`config.mk`:
```
export PLATFORM = sky130hd
export DESIGN_NAME = selective_repeat_resequencer
export DESIGN_NICKNAME = d
export VERILOG_FILES = /design/src/rtl/srr_pkg.sv /design/src/rtl/selective_repeat_resequencer.sv
export SDC_FILE = /design/constraint.sdc
export NUM_CORES = 1
export LEC_CHECK = 0
export BUFFER_PORTS_ARGS = -buffer_cell sky130_fd_sc_hd__buf_2
export CAP_MARGIN = 20
export CORE_MARGIN = 4
export CORE_UTILIZATION = 35
export DETAILED_ROUTE_END_ITERATION = 8
export PLACE_DENSITY = 0.49
export SYNTH_ARGS = -nofsm -noshare
export SYNTH_HDL_FRONTEND = slang
export SYNTH_SLANG_ARGS = --single-unit
```
`constraint.sdc`:
```
create_clock -name clk -period 14.9 [get_ports clk]
set_clock_uncertainty 0.15 [all_clocks]
set_input_delay 4.47 -clock clk [delete_from_list [all_inputs] [get_ports clk]]
set_output_delay 4.47 -clock clk [all_outputs]
set_load 0.005 [all_outputs]
```
`src/rtl/srr_pkg.sv`:
```
// Package for the selective-repeat resequencer: register codes, status codes,
// sequencer state type and fixed widths of the configuration port.
// No dependencies.
`default_nettype none

package srr_pkg;

    localparam int CFG_ADDR_W  = 2;
    localparam int CFG_DATA_W  = 16;
    localparam int WIN_REG_W   = 5;
    localparam int FIRST_SEQ_W = 16;
    localparam int TUSER_W     = 3;

    localparam logic [CFG_ADDR_W-1:0] REG_WINDOW_SIZE = 2'd0;
    localparam logic [CFG_ADDR_W-1:0] REG_FIRST_SEQ   = 2'd1;

    localparam logic [WIN_REG_W-1:0] WINDOW_RESET = 5'd16;

    typedef enum logic [1:0] {
        ST_STORED    = 2'd0,
        ST_OUTSIDE   = 2'd1,
        ST_DUPLICATE = 2'd2
    } status_t;

    typedef enum logic [1:0] {
        S_IDLE,
        S_CHECK,
        S_SCAN,
        S_EMIT
    } state_t;

endpackage

`default_nettype wire

```
`src/rtl/selective_repeat_resequencer.sv`:
```
// Selective-repeat ARQ receiver with in-order release: window check, slot
// store, contiguous-run scan and beat-by-beat release. Depends on srr_pkg.
`default_nettype none

// Channel    | Dir | Handshake            | Payload
// -----------+-----+----------------------+---------------------------------------
// s_*        | in  | s_tvalid / s_tready  | s_tdata: pkt_seq, pkt_payload
// m_*        | out | m_tvalid / m_tready  | m_tdata, m_tuser, m_tlast (see ports)
// cfg_*      | in  | cfg_we (no wait)     | cfg_addr, cfg_wdata
//
// Steps: a packet is accepted in idle and then checked; when it is stored, a scan
// over the slot-full bits counts R = packets released (0..W), then one
// beat per released packet (one beat when nothing is released). The scan and
// the release both walk the slot store through a single index/increment unit.
// Reset clears the sequencer, slot-full bits and session counters at once.
// s_tready is high only in idle; a stalled m_tready holds the release walk.
module selective_repeat_resequencer #(
    parameter int MAX_WINDOW   = 16,
    parameter int PAYLOAD_BITS = 32,
    parameter int SEQ_BITS     = 16
) (
    input  wire logic clk,
    input  wire logic rst_n,

    input  wire logic s_tvalid,
    output logic      s_tready,
    // [SEQ_BITS-1:0] pkt_seq, then pkt_payload, zero pad to bytes
    input  wire logic [((SEQ_BITS + PAYLOAD_BITS + 7) / 8) * 8 - 1:0] s_tdata,

    output logic      m_tvalid,
    input  wire logic m_tready,
    // out_seq, out_payload, ack_valid, ack_seq, held_count, zero pad to bytes
    output logic [((2 * SEQ_BITS + PAYLOAD_BITS + 1 + $clog2(MAX_WINDOW + 1) + 7) / 8) * 8 - 1:0]
                      m_tdata,
    // [0] out_valid, [2:1] accept_status
    output logic [srr_pkg::TUSER_W-1:0] m_tuser,
    output logic      m_tlast,

    input  wire logic                          cfg_we,
    input  wire logic [srr_pkg::CFG_ADDR_W-1:0] cfg_addr,
    input  wire logic [srr_pkg::CFG_DATA_W-1:0] cfg_wdata
);
    import srr_pkg::*;

    localparam int CNT_W   = $clog2(MAX_WINDOW + 1);
    localparam int IDX_W   = (MAX_WINDOW > 1) ? $clog2(MAX_WINDOW) : 1;
    localparam int CMP_W   = ((SEQ_BITS > CNT_W) ? SEQ_BITS : CNT_W) + 1;
    localparam int OUT_RAW = 2 * SEQ_BITS + PAYLOAD_BITS + 1 + CNT_W;
    localparam int OUT_W   = ((OUT_RAW + 7) / 8) * 8;

    // ---------------- state ----------------
    state_t state_reg, state_next;

    logic [WIN_REG_W-1:0]   window_reg;
    logic [FIRST_SEQ_W-1:0] first_seq_reg;

    logic [MAX_WINDOW-1:0] full_reg, full_next;
    logic [SEQ_BITS-1:0]     slot_seq_mem [MAX_WINDOW];
    logic [PAYLOAD_BITS-1:0] slot_pay_mem [MAX_WINDOW];
    logic                    mem_we;
    logic                    mem_rd;
    logic [IDX_W-1:0]        mem_idx;

    logic [IDX_W-1:0]    start_reg, start_next;
    logic [SEQ_BITS-1:0] earliest_reg, earliest_next;
    logic                acks_reg, acks_next;
    logic [CNT_W-1:0]    held_reg, held_next;

    // current packet
    logic [SEQ_BITS-1:0]     in_seq_reg, in_seq_next;
    logic [PAYLOAD_BITS-1:0] in_pay_reg, in_pay_next;
    status_t                 status_reg, status_next;

    // shared walk unit: scan then release
    logic [IDX_W-1:0] pos_reg, pos_next;
    logic [CNT_W-1:0] cnt_reg, cnt_next;     // scan count, then beat index
    logic [CNT_W-1:0] total_reg, total_next;

    // output register
    logic                    o_valid_reg, o_valid_next;
    logic                    o_rel_reg, o_rel_next;
    logic [SEQ_BITS-1:0]     o_seq_reg, o_seq_next;
    logic [PAYLOAD_BITS-1:0] o_pay_reg, o_pay_next;
    status_t                 o_status_reg, o_status_next;
    logic                    o_ackv_reg, o_ackv_next;
    logic [SEQ_BITS-1:0]     o_ackseq_reg, o_ackseq_next;
    logic [CNT_W-1:0]        o_held_reg, o_held_next;
    logic                    o_last_reg, o_last_next;

    // ---------------- shared combinational unit ----------------
    logic [CNT_W-1:0]    win;
    logic [IDX_W-1:0]    start_eff;
    logic [CMP_W-1:0]    seq_ext, lo_ext, hi_ext;
    logic                in_window;
    logic [SEQ_BITS-1:0] seq_diff;
    logic [CNT_W:0]      idx_sum;
    logic [IDX_W-1:0]    slot_idx;
    logic                slot_hit;
    logic                scan_more;
    logic [IDX_W-1:0]    pos_inc;
    logic [CNT_W:0]      pos_p1;
    logic                out_free;
    logic                beat_last;
    logic                s_fire;
    logic                cfg_hit;
    logic [SEQ_BITS-1:0] flush_seq;

    always_comb
    begin
        // window in use, clamped to [1, MAX_WINDOW]
        if (window_reg == '0)
        begin
            win = CNT_W'(1);
        end
        else if (int'(window_reg) > MAX_WINDOW)
        begin
            win = CNT_W'(MAX_WINDOW);
        end
        else
        begin
            win = CNT_W'(window_reg);
        end
    end

    assign start_eff = ((CNT_W + 1)'(start_reg) >= (CNT_W + 1)'(win)) ? '0 : start_reg;

    // linear window test, upper bound not wrapped
    assign seq_ext   = CMP_W'(in_seq_reg);
    assign lo_ext    = CMP_W'(earliest_reg);
    assign hi_ext    = lo_ext + CMP_W'(win);
    assign in_window = (seq_ext >= lo_ext) && (seq_ext < hi_ext);

    // slot = (start + offset) mod W, with start < W and offset < W
    assign seq_diff = in_seq_reg - earliest_reg;
    assign idx_sum  = (CNT_W + 1)'(start_eff) + (CNT_W + 1)'(CNT_W'(seq_diff));
    assign slot_idx = (idx_sum >= (CNT_W + 1)'(win)) ? IDX_W'(idx_sum - (CNT_W + 1)'(win))
                                                     : IDX_W'(idx_sum);
    assign slot_hit = full_reg[slot_idx];

    // walk pointer increment, mod W
    assign pos_p1  = (CNT_W + 1)'(pos_reg) + (CNT_W + 1)'(1);
    assign pos_inc = (pos_p1 == (CNT_W + 1)'(win)) ? '0 : IDX_W'(pos_p1);

    assign scan_more = (cnt_reg < win) && full_reg[pos_reg];
    assign out_free  = !o_valid_reg || m_tready;
    assign beat_last = (total_reg == '0) || (cnt_reg == total_reg - CNT_W'(1));
    assign s_fire    = s_tvalid && s_tready;
    assign cfg_hit   = cfg_we && ((cfg_addr == REG_WINDOW_SIZE) || (cfg_addr == REG_FIRST_SEQ));
    assign flush_seq = (cfg_addr == REG_FIRST_SEQ) ? SEQ_BITS'(cfg_wdata)
                                                   : SEQ_BITS'(first_seq_reg);

    // ---------------- next state ----------------
    always_comb
    begin
        state_next = state_reg;
        case (state_reg)
            S_IDLE:
            begin
                if (s_fire)
                begin
                    state_next = S_CHECK;
                end
            end
            S_CHECK:
            begin
                if (in_window && !slot_hit)
                begin
                    state_next = S_SCAN;
                end
                else
                begin
                    state_next = S_EMIT;
                end
            end
            S_SCAN:
            begin
                if (!scan_more)
                begin
                    state_next = S_EMIT;
                end
            end
            S_EMIT:
            begin
                if (out_free && beat_last)
                begin
                    state_next = S_IDLE;
                end
            end
            default:
            begin
                state_next = S_IDLE;
            end
        endcase
    end

    // ---------------- datapath and outputs ----------------
    always_comb
    begin
        full_next     = full_reg;
        start_next    = start_reg;
        earliest_next = earliest_reg;
        acks_next     = acks_reg;
        held_next     = held_reg;
        in_seq_next   = in_seq_reg;
        in_pay_next   = in_pay_reg;
        status_next   = status_reg;
        pos_next      = pos_reg;
        cnt_next      = cnt_reg;
        total_next    = total_reg;
        mem_we        = 1'b0;
        mem_rd        = 1'b0;
        mem_idx       = slot_idx;

        o_valid_next  = o_valid_reg && !m_tready;
        o_rel_next    = o_rel_reg;
        o_seq_next    = o_seq_reg;
        o_pay_next    = o_pay_reg;
        o_status_next = o_status_reg;
        o_ackv_next   = o_ackv_reg;
        o_ackseq_next = o_ackseq_reg;
        o_held_next   = o_held_reg;
        o_last_next   = o_last_reg;

        case (state_reg)
            S_IDLE:
            begin
                if (s_fire)
                begin
                    in_seq_next = s_tdata[SEQ_BITS-1:0];
                    in_pay_next = s_tdata[SEQ_BITS +: PAYLOAD_BITS];
                end
            end
            S_CHECK:
            begin
                start_next = start_eff;
                total_next = '0;
                cnt_next   = '0;
                if (!in_window)
                begin
                    status_next = ST_OUTSIDE;
                end
                else
                begin
                    acks_next = 1'b1;
                    if (slot_hit)
                    begin
                        status_next = ST_DUPLICATE;
                    end
                    else
                    begin
                        status_next        = ST_STORED;
                        mem_we             = 1'b1;
                        full_next[slot_idx] = 1'b1;
                        held_next          = held_reg + CNT_W'(1);
                        pos_next           = start_eff;
                    end
                end
            end
            S_SCAN:
            begin
                if (scan_more)
                begin
                    cnt_next = cnt_reg + CNT_W'(1);
                    pos_next = pos_inc;
                end
                else
                begin
                    // run length known: commit session state, rewind for release
                    total_next    = cnt_reg;
                    cnt_next      = '0;
                    pos_next      = start_reg;
                    start_next    = pos_reg;
                    earliest_next = earliest_reg + SEQ_BITS'(cnt_reg);
                    held_next     = held_reg - cnt_reg;
                end
            end
            S_EMIT:
            begin
                if (out_free)
                begin
                    o_valid_next  = 1'b1;
                    o_status_next = status_reg;
                    o_ackv_next   = acks_reg;
                    o_ackseq_next = acks_reg ? (earliest_reg - SEQ_BITS'(1)) : '0;
                    o_held_next   = held_reg;
                    o_last_next   = beat_last;
                    if (total_reg == '0)
                    begin
                        o_rel_next = 1'b0;
                        o_seq_next = '0;
                        o_pay_next = '0;
                    end
                    else
                    begin
                        // slot contents load straight into the output register
                        o_rel_next         = 1'b1;
                        mem_rd             = 1'b1;
                        full_next[pos_reg] = 1'b0;
                        cnt_next           = cnt_reg + CNT_W'(1);
                        pos_next           = pos_inc;
                    end
                end
            end
            default:
            begin
            end
        endcase

        // register write flushes the session
        if (cfg_hit)
        begin
            full_next     = '0;
            start_next    = '0;
            held_next     = '0;
            acks_next     = 1'b0;
            earliest_next = flush_seq;
        end
    end

    // ---------------- registers ----------------
    always_ff @(posedge clk or negedge rst_n)
    begin
        if (!rst_n)
        begin
            state_reg     <= S_IDLE;
            window_reg    <= WINDOW_RESET;
            first_seq_reg <= '0;
            full_reg      <= '0;
            start_reg     <= '0;
            earliest_reg  <= '0;
            acks_reg      <= 1'b0;
            held_reg      <= '0;
            cnt_reg       <= '0;
            total_reg     <= '0;
            pos_reg       <= '0;
            o_valid_reg   <= 1'b0;
        end
        else
        begin
            state_reg    <= state_next;
            full_reg     <= full_next;
            start_reg    <= start_next;
            earliest_reg <= earliest_next;
            acks_reg     <= acks_next;
            held_reg     <= held_next;
            cnt_reg      <= cnt_next;
            total_reg    <= total_next;
            pos_reg      <= pos_next;
            o_valid_reg  <= o_valid_next;
            if (cfg_we && (cfg_addr == REG_WINDOW_SIZE))
            begin
                window_reg <= WIN_REG_W'(cfg_wdata);
            end
            if (cfg_we && (cfg_addr == REG_FIRST_SEQ))
            begin
                first_seq_reg <= FIRST_SEQ_W'(cfg_wdata);
            end
        end
    end

    // payload registers, no reset
    always_ff @(posedge clk)
    begin
        in_seq_reg   <= in_seq_next;
        in_pay_reg   <= in_pay_next;
        status_reg   <= status_next;
        o_rel_reg    <= o_rel_next;
        if (mem_rd)
        begin
            o_seq_reg <= slot_seq_mem[pos_reg];
            o_pay_reg <= slot_pay_mem[pos_reg];
        end
        else
        begin
            o_seq_reg <= o_seq_next;
            o_pay_reg <= o_pay_next;
        end
        o_status_reg <= o_status_next;
        o_ackv_reg   <= o_ackv_next;
        o_ackseq_reg <= o_ackseq_next;
        o_held_reg   <= o_held_next;
        o_last_reg   <= o_last_next;
    end

    // slot store
    always_ff @(posedge clk)
    begin
        if (mem_we)
        begin
            slot_seq_mem[mem_idx] <= in_seq_reg;
            slot_pay_mem[mem_idx] <= in_pay_reg;
        end
    end

    // ---------------- ports ----------------
    assign s_tready = (state_reg == S_IDLE);
    assign m_tvalid = o_valid_reg;
    assign m_tlast  = o_last_reg;
    assign m_tuser  = {o_status_reg, o_rel_reg};
    assign m_tdata  = OUT_W'({o_held_reg, o_ackseq_reg, o_ackv_reg, o_pay_reg, o_seq_reg});

endmodule

`default_nettype wire
```
==> results.md, run 1 <==
* Clock share of power at 27.5%
* Max Cap Viol at 0
* Starting Density at 35.5%
* Vias in the first global route at 21717
* Final RePlAce weighted congestion at 0.804
* Area growth syn-to-layout at 15.1%
* P per Cell Area at 201 nW/um^2
* Clock root buffer: clkbuf_16
* Final Max Slew Viols at 0
* Site Rows at 123
* Post-Layout Cell Count at 3885
* XOR/XNOR Fraction of Synth Area at 1.37%
* Tmin final at 8.02 ns
* Clk_lat worst skew at 0.67 ns
* CTS sink cnt at 972
* Synth Area in Simple Gates at 4.25%
* Placed Cells at 3693
* Total wire length at 93500 microns
* CTS H-tree lvls at 3
* Net switching power at 0.00313 W
* Global route hottest layer: met2
* Largest family of logic cells by synthesized area: multiplexers
* Most frequent cells in the layout: edfxtp_1, mux4_2, buf_2
* Comb power frac at 32.7%
* Syn Std Cell Area at 40100 sq um
* Worst flop-to-flop path startpoint: window_reg[2]$_DFFE_PN0P_
* Relative slew slack at 28.5%
* Yosys top cell area share at 66.7%
* Top fanout value on the critical path at 48
* Top post-synthesis cells by area: edfxtp_1, mux4_2, dfrtp_1, ha_1, xnor2_1
* Final Cell Area at 46200 sq um
* Share of layout cells above drive strength 1 at 26.5%
* Die H at 347 microns
* Register with the most flip-flops: slot_pay_mem
* TritonCTS clock tree: done
* Top-level I/O count at 149
* Post-CTS sizing at 0
* Drt drc at 0
* Syn avg cell area at 19.0 sq um
* Post-DP Area at 42800 sq um
* Synth Register Bits at 972
* Hold Path Class: reg -> reg
* Unique masters post-synth at 75
* Layout Nets at 2452
* Met3 usage at 2.35%
* WS Path Type: reg -> reg
* Post-synthesis async set-or-reset flop share at 8.23%
* Global-route usage over all layers at 15.4%
* Biggest regs: slot_pay_mem x512, slot_seq_mem x256
* Part of the power in registers at 39.8%
* Final setup violation count at 0
* Die area at 120000 sq um
* Final Hold Viols at 0
* Final ANT Viol Nets at 0
* Via-per-instance ratio at 5.21
* RSZ-0062 raised after global routing: no
* Via Count at 20238
* Post-synth top area cell: edfxtp_1
* Max clock buf depth at 3
* Largest net degree at the start of global routing at 164
* Worst min-delay path startpoint: status_reg[0]$_SDFFCE_PN1P_
* Drt pass-1 iters at 5
* # hold bufs at CTS at 0
* Wirelength per Cell at 24.1 microns
* Static Leak at 15.4 nW
* Chip Width at 347 microns
* CORE AREA at 113000 sq um
* Switching portion of total power at 33.8%
* Ys Warns at 0
* Multiplexer share of the synthesized area at 14.7%
* Post-synth EDFFs at 892
* Detail Placement HPWL at 54800 microns
* Internal power at 0.00614 W
* Post-Synth Adder-Cell Area at 2.61%
* CP required at 15.02 ns
* # port buffers at 146
* Max reg flops at 512
* Critical Path End Type: flop
* Total negative slack at 0 ns
* Status: finished, final reports clean
* Setup Buffers After CTS at 0
* Maximum vdd ir drop at 176 uV
* Remaining global-route overflow at 0
* Met1 usage at 21.7%
* Main flop type after synthesis: edfxtp_1
* First-pass GRT wire length at 141000 microns
* Number of antenna diodes at 0
* Initial DRC count at 1498
* Worst Path Arrival at 8.14 ns
* Final period util at 53.8%
* Fmax at 0.125 GHz
* Setup crit start kind: flop
* Crit. Startpoint: window_reg[2]$_DFFE_PN0P_
* Initial antenna violation count at 2
* Met2 Track Usage GR at 25.2%
* Worst-Margin Slew at 1.07 ns
* Post-Syn Instances at 2111
* Worst-path clk slew at 0.06 ns
* Num CTS Buffers at 106
* Register area share after synthesis at 71.7%
* Most common cell after layout, fill and taps aside: edfxtp_1
* Synth Area in Compound Gates at 3.80%
==> cells in the mapped netlist, drive strengths merged, types with 27 or more instances <==
cell type	n
a21oi	76
and3	51
buf	29
clkbuf	71
dfrtp	79
edfxtp	892
ha	74
inv	59
mux4	245
nand2	78
nand3	27
nor2	66
o21ai	31
xnor2	49
==> cell type report <==
type | instances | area, sq um
clock inverters | 56 | 614
flip-flops and latches | 972 | 28800
repair buffers | 181 | 1020
fillers | 10069 | 66900
well taps | 1500 | 1880
inverters | 61 | 229
multi-input cells | 979 | 10800
clock buffers | 136 | 2800
==> worst paths after layout <==
path	slack [ns]	endpoint	depth (start not counted)
setup / recovery	6.88	slot_seq_mem[6][10]$_DFFE_PP_	25
hold / removal	0.27	o_status_reg[0]$_DFFE_PP_	0
setup reg to reg	6.88	slot_seq_mem[6][10]$_DFFE_PP_	25
hold reg to reg	0.27	o_status_reg[0]$_DFFE_PP_	0
max in group asynchronous	9.89	pos_reg[0]$_DFFE_PN0P_	2
min in group asynchronous	3.60	first_seq_reg[0]$_DFFE_PN0P_	1
==> cells by family after synthesis <==
group | after synthesis
AOI/OAI and AO/OA | 226
DFF | 972
adders and majority gates | 80
buffers and inverters | 161
other | 1
xor gates and xnor gates | 63
muxes | 279
and+or+nand+nor | 329
==> stage by stage <==
stage / total power (W) / util [%] / hold slack, ns / setup WS, ns
detailed placement: 0.00682 / 37.8 / 0.262 / 6.92
CTS: 0.00941 / 40.8 / 0.276 / 6.90
global placement: 0.00679 / 37.8 / 0.254 / 7.10
finish: 0.00928 / 40.8 / 0.274 / 6.88
global route: 0.00981 / 40.8 / 0.280 / 6.31
floorplan: 0.00579 / - / 0.250 / 3.89
==> worst max-delay path, cell delays in order (launching register included) <==
cell,delay [ns]
dfrtp_1,0.42
nor3_1,0.25
nor2_1,0.07
nor2_1,0.41
ha_1,0.33
nand2b_1,0.14
a21o_1,0.17
a21o_1,0.17
a21oi_1,0.17
o21ai_0,0.21
inv_1,0.11
ha_1,0.24
a211oi_2,0.26
nor2_1,0.09
xor2_1,0.41
ha_1,0.36
a21o_1,0.17
a21oi_1,0.23
nand2_1,0.37
or3_1,0.48
o221ai_1,0.29
a2111oi_2,0.11
nor4_4,0.47
nand2_2,0.39
nor4b_2,0.35
buf_4,0.76
==> per-layer routing <==
metal | share of wire (%) | vias up
li1 | - | 8941
met1 | 45 | 10752
met2 | 48 | 419
met3 | 4.3 | 126
met4 | 2.2 | 0
met5 | 0 | -
==> power by group through the flow <==
stage               logic, W  clock network, W  registers [W]
finish               0.00303           0.00255        0.00369
CTS                  0.00308           0.00263        0.00370
detailed placement   0.00307                 0        0.00376
global route         0.00332           0.00274        0.00374
floorplan            0.00215                 0        0.00364
global placement     0.00305                 0        0.00374
Power figures use the tool's default switching activity.
==> inputs of run 2 (changes only) <==
--- a/config.mk
+++ b/config.mk
@@ -10,7 +10,7 @@
 export CORE_MARGIN = 4
 export CORE_UTILIZATION = 35
 export DETAILED_ROUTE_END_ITERATION = 8
-export PLACE_DENSITY = 0.49
+export PLACE_DENSITY = 0.51
 export SYNTH_ARGS = -nofsm -noshare
 export SYNTH_HDL_FRONTEND = slang
 export SYNTH_SLANG_ARGS = --single-unit
==> constraint.sdc (replaced) <==
create_clock -name clk -period 7 [get_ports clk]
set_clock_uncertainty 0.15 [all_clocks]
set_input_delay 2.1 -clock clk [delete_from_list [all_inputs] [get_ports clk]]
set_output_delay 2.1 -clock clk [all_outputs]
set_load 0.005 [all_outputs]
==> results.md, run 2 (synthesized netlist as in run 1, its figures left out) <==
* Chip Width at 347 microns
* Remaining global-route overflow at 0
* Num CTS Buffers at 103
* Relative slew slack at 27.9%
* Crit path largest cell delay at 0.45 ns
* Part of the power in registers at 39.3%
* Comb power frac at 34.8%
* Clock root buffer: clkbuf_16
* Via Count at 20305
* Final Hold Viols at 0
* Placed Cells at 3712
* Top-level I/O count at 149
* Site Rows at 123
* Final Max Slew Viols at 0
* Final ANT Viol Nets at 0
* Drt drc at 0
* Global-route usage over all layers at 15.8%
* Multi-input logic area at 11000 sq um
* Most common cell after layout, fill and taps aside: edfxtp_1
* # port buffers at 146
* Setup Buffers After CTS at 0
* # hold bufs at CTS at 0
* Fillcell total at 10044
* Most frequent cells in the layout: edfxtp_1, mux4_2, buf_2
* Initial antenna violation count at 2
* Largest net degree at the start of global routing at 67
* Critical Path End Type: flop
* Post-DP Area at 43300 sq um
* CTS H-tree lvls at 3
* CP top delay family: compound AO/OA/AOI/OAI gates
* Bufs and invs on worst path at 4
* WS Path Type: reg -> reg
* Worst-path clk slew at 0.06 ns
* Tmin final at 6.56 ns
* Clock share of power at 25.9%
* Setup crit start kind: flop
* Biggest regs: slot_pay_mem x512, slot_seq_mem x256
* Register with the most flip-flops: slot_pay_mem
* Clk_lat worst skew at 0.68 ns
* Storage cell area at 28800 sq um
* Detail Placement HPWL at 58000 microns
* Max Cap Viol at 0
* Layout Nets at 2468
* Final Cell Area at 46500 sq um
* Worst Path Arrival at 6.73 ns
* Power, Total at 0.0201 W
* Static Leak at 15.6 nW
* Max reg flops at 512
* Area growth syn-to-layout at 15.8%
* PnR worst setup slack at 0.439 ns
* Die area at 120000 sq um
* Switching portion of total power at 34.7%
* Place WS at 0.464 ns
* Drt pass-1 iters at 5
* Fmax at 0.152 GHz
* CORE AREA at 113000 sq um
* TritonCTS clock tree: done
* Via-per-instance ratio at 5.21
* Net switching power at 0.00698 W
* Worst path slowest cell: o32a_1
* CTS sink cnt at 972
* Die H at 347 microns
* Final RePlAce weighted congestion at 0.791
* Hold slack at 0.275 ns
* Internal power at 0.0131 W
* Hold Path Class: reg -> reg
* Vias in the first global route at 21599
* Final setup violation count at 0
* Final period util at 93.7%
* Total wire length at 95600 microns
* P per Cell Area at 432 nW/um^2
* Post-CTS sizing at 0
* Wirelength per Cell at 24.6 microns
* RSZ-0062 raised after global routing: no
* Number of antenna diodes at 0
* First-pass GRT wire length at 143000 microns
* Max clock buf depth at 3
* Starting Density at 35.5%
* Share of layout cells above drive strength 1 at 27.7%
* Post-Layout Cell Count at 3894
* CP required at 7.17 ns
* Initial DRC count at 1686
* Maximum vdd ir drop at 343 uV
* Status: finished, final reports clean
* Worst-Margin Slew at 1.08 ns
* Top fanout value on the critical path at 21
[run 2: cell types whose count changed in the layout (fill, tap and decap cells not counted), moves of 3 or more]
cell        change
clkinv_2        +5
a21oi_1         -3
nor4b_2        -12
clkinvlp_4      -5
bufinv_16       -3
clkbuf_16       -4
buf_4           +3
clkbuf_1        -6
buf_12         +16
nor4b_4        +12
inv_6           +3
a21oi_2         +3
[run 2: power by group through the flow]
stage          registers (W)  logic, W  clock network [W]
2_1_floorplan        0.00771   0.00508                  0
3_3_place_gp         0.00800   0.00708                  0
3_5_place_dp         0.00804   0.00709                  0
4_1_cts              0.00792   0.00713            0.00536
5_1_grt              0.00800   0.00762            0.00561
6_report             0.00790   0.00700            0.00520
[run 2: area by class of cell]
class,instances,area share (%)
clock buffer,125,5.72
clock inverter,57,1.15
inverter,61,0.493
multi-input combinational,979,23.7
sequential,972,62.0
tap,1500,4.04
timing repair buffer,200,2.93
[run 2: worst paths after layout]
path	start	to	slack, ns	cells after the start
worst max-delay path	window_reg[3]$_DFFE_PN0P_	slot_pay_mem[1][8]$_DFFE_PP_	0.44	27
worst min-delay path	status_reg[0]$_SDFFCE_PN1P_	o_status_reg[0]$_DFFE_PP_	0.28	0
worst max register to register	window_reg[3]$_DFFE_PN0P_	slot_pay_mem[1][8]$_DFFE_PP_	0.44	27
worst min register to register	status_reg[0]$_SDFFCE_PN1P_	o_status_reg[0]$_DFFE_PP_	0.28	0
max in group asynchronous	rst_n	pos_reg[1]$_DFFE_PN0P_	4.36	2
min in group asynchronous	rst_n	first_seq_reg[4]$_DFFE_PN0P_	1.22	1
[run 2: per-stage QoR]
stage	TNS [ns]	util, %
floorplan	-88.48	-
global placement	0	38.3
detailed placement	0	38.3
CTS	0	41.1
global route	0	41.1
finish	0	41.1
[run 2: routing by layer]
metal / wire (microns) / global-route usage, %
met2: 46300 / 25.6
met4: 1960 / 4.33
met5: 0 / 0
met1: 43100 / 22.4
met3: 4200 / 2.42
==> inputs of run 3 (changes only) <==
--- a/config.mk
+++ b/config.mk
@@ -7,7 +7,7 @@
 export LEC_CHECK = 0
 export BUFFER_PORTS_ARGS = -buffer_cell sky130_fd_sc_hd__buf_2
 export CAP_MARGIN = 20
-export CORE_MARGIN = 4
+export CORE_MARGIN = 2
 export CORE_UTILIZATION = 35
 export DETAILED_ROUTE_END_ITERATION = 8
 export PLACE_DENSITY = 0.51
==> results.md, run 3 (synthesized netlist as in run 1, its figures left out) <==
* Fillcell total at 10120
* Status: finished, final reports clean
* CORE AREA at 114000 sq um
* Tmin final at 6.56 ns
* Area growth syn-to-layout at 16.6%
* Max reg flops at 512
* Top-level I/O count at 149
* Worst-Margin Slew at 1.01 ns
* Starting Density at 35.2%
* Post-Route Utilization at 41.0%
* Maximum vdd ir drop at 476 uV
* Final Hold Viols at 0
* Max clock buf depth at 3
* CP required at 7.20 ns
* Site Rows at 124
* CTS H-tree lvls at 3
* TritonCTS clock tree: done
* Final ANT Viol Nets at 0
* Layout Nets at 2484
* Top fanout value on the critical path at 24
* Largest net degree at the start of global routing at 84
* Total wire length at 97700 microns
* Most frequent cells in the layout: edfxtp_1, mux4_2, buf_2
* Via-per-instance ratio at 5.23
* Static Leak at 15.7 nW
* Hold slack at 0.267 ns
* Post-Layout Cell Count at 3932
* Vias in the first global route at 21683
* WS Path Type: reg -> reg
* Setup crit start kind: flop
* RSZ-0062 raised after global routing: no
* Relative slew slack at 32.8%
* Chip Width at 343 microns
* Clock root buffer: clkbuf_16
* Die H at 343 microns
* Initial DRC count at 1647
* Drt drc at 0
* Final setup violation count at 0
* # port buffers at 146
* Placed Cells at 3731
* Multi-input logic area at 11000 sq um
* Share of layout cells above drive strength 1 at 28.8%
* P per Cell Area at 432 nW/um^2
* Worst-path clk slew at 0.07 ns
* Final period util at 93.7%
* Storage cell area at 28800 sq um
* Remaining global-route overflow at 0
* Drt pass-1 iters at 6
* Max Cap Viol at 0
* # hold bufs at CTS at 0
* Place WS at 0.284 ns
* Register with the most flip-flops: slot_pay_mem
* First-pass GRT wire length at 144000 microns
* Final Max Slew Viols at 0
* Critical Path End Type: flop
* Post-DP Area at 43500 sq um
* Wirelength per Cell at 24.9 microns
* Via Count at 20565
* Hold Path Class: reg -> reg
* PnR worst setup slack at 0.440 ns
* Most common cell after layout, fill and taps aside: edfxtp_1
* Clk_lat worst skew at 0.68 ns
* Final RePlAce weighted congestion at 0.793
* CTS sink cnt at 972
* Fmax at 0.152 GHz
* Die area at 117000 sq um
* Num CTS Buffers at 102
* Worst Path Arrival at 6.76 ns
* Detail Placement HPWL at 58500 microns
* Biggest regs: slot_pay_mem x512, slot_seq_mem x256
* Final Cell Area at 46800 sq um
* Global-route usage over all layers at 16.6%
* Initial antenna violation count at 4
==> run 3: cell count changes in the layout (fill, tap and decap cells not counted), moves of 2 or more <==
cell / previous run / this run
clkinv_2: 20 / 34
clkbuf_1: 22 / 14
buf_12: 18 / 25
clkinvlp_4: 1 / 5
buf_4: 37 / 40
clkbuf_16: 103 / 106
buf_6: 0 / 2
buf_8: 0 / 2
bufinv_16: 7 / 5
diode_2: 0 / 2
==> run 3: worst paths after layout <==
| kind | start | endpoint | slack, ns | depth (start not counted) |
|---|---|---|---|---|
| min | status_reg[0]$_SDFFCE_PN1P_ | o_status_reg[0]$_DFFE_PP_ | 0.27 | 0 |
| min reg2reg | status_reg[0]$_SDFFCE_PN1P_ | o_status_reg[0]$_DFFE_PP_ | 0.27 | 0 |
| min in group asynchronous | rst_n | earliest_reg[4]$_DFFE_PN0P_ | 1.24 | 1 |
| max | window_reg[4]$_DFFE_PN1P_ | slot_pay_mem[1][24]$_DFFE_PP_ | 0.44 | 26 |
| max in group asynchronous | rst_n | pos_reg[0]$_DFFE_PN0P_ | 4.33 | 2 |
| max reg2reg | window_reg[4]$_DFFE_PN1P_ | slot_pay_mem[1][24]$_DFFE_PP_ | 0.44 | 26 |
==> run 3: area by class of cell <==
type                            count  area share, %
Sequential cell                   972           61.6
Multi-Input combinational cell    979           23.5
Clock buffer                      117           5.62
Tap cell                         1512           4.04
Timing Repair Buffer              217           3.54
Clock inverter                     72           1.19
Inverter                           61          0.489
Antenna cell                        2         0.0107
==> run 3: where the power goes <==
group / internal (W) / total (W) / switching [W]
clock: 0.00289 / 0.00515 / 0.00226
sequential: 0.00729 / 0.00787 / 0.000585
combinational: 0.00293 / 0.00721 / 0.00428
total: 0.0131 / 0.0202 / 0.00713
==> run 3: metrics by stage <==
stage	TNS, ns	total power, W
2_1_floorplan	-88.48	0.0128
3_3_place_gp	0	0.0152
3_5_place_dp	0	0.0152
4_1_cts	0	0.0205
5_1_grt	0	0.0213
6_report	0	0.0202
==> run 3: critical path: stages (launching register included) <==
cell and delay [ns]:
dfstp_2 0.63, inv_1 0.15, nand2_1 0.19, ha_1 0.26
a21o_1 0.17, a21o_1 0.16, a21oi_2 0.18, nor2_2 0.09
nor2_1 0.18, ha_2 0.24, inv_2 0.04, fa_2 0.38
xor2_2 0.23, inv_1 0.15, ha_4 0.32, nand3_1 0.09
a21o_1 0.19, and2_1 0.22, o22ai_1 0.33, or2_1 0.37
a2111oi_2 0.15, nor4_4 0.30, buf_4 0.20, nand4_1 0.14
buf_4 0.24, nor2_4 0.15, buf_8 0.29
==> run 3: layer usage <==
layer  share of wire [%]  global-route usage (%)  wire length (microns)
met5               0.013                       0                     13
met1                  45                    23.0                  43500
met4                 1.9                    4.18                   1890
met3                 4.6                    2.63                   4540
met2                  49                    27.4                  47800
==> run 3: repair_timing <==
action / in CTS / in global routing
setup endpoints to repair: 0 / 423
buffers inserted: 0 / 6
hold endpoints to repair: 0 / 0
gates resized for setup: 0 / 10
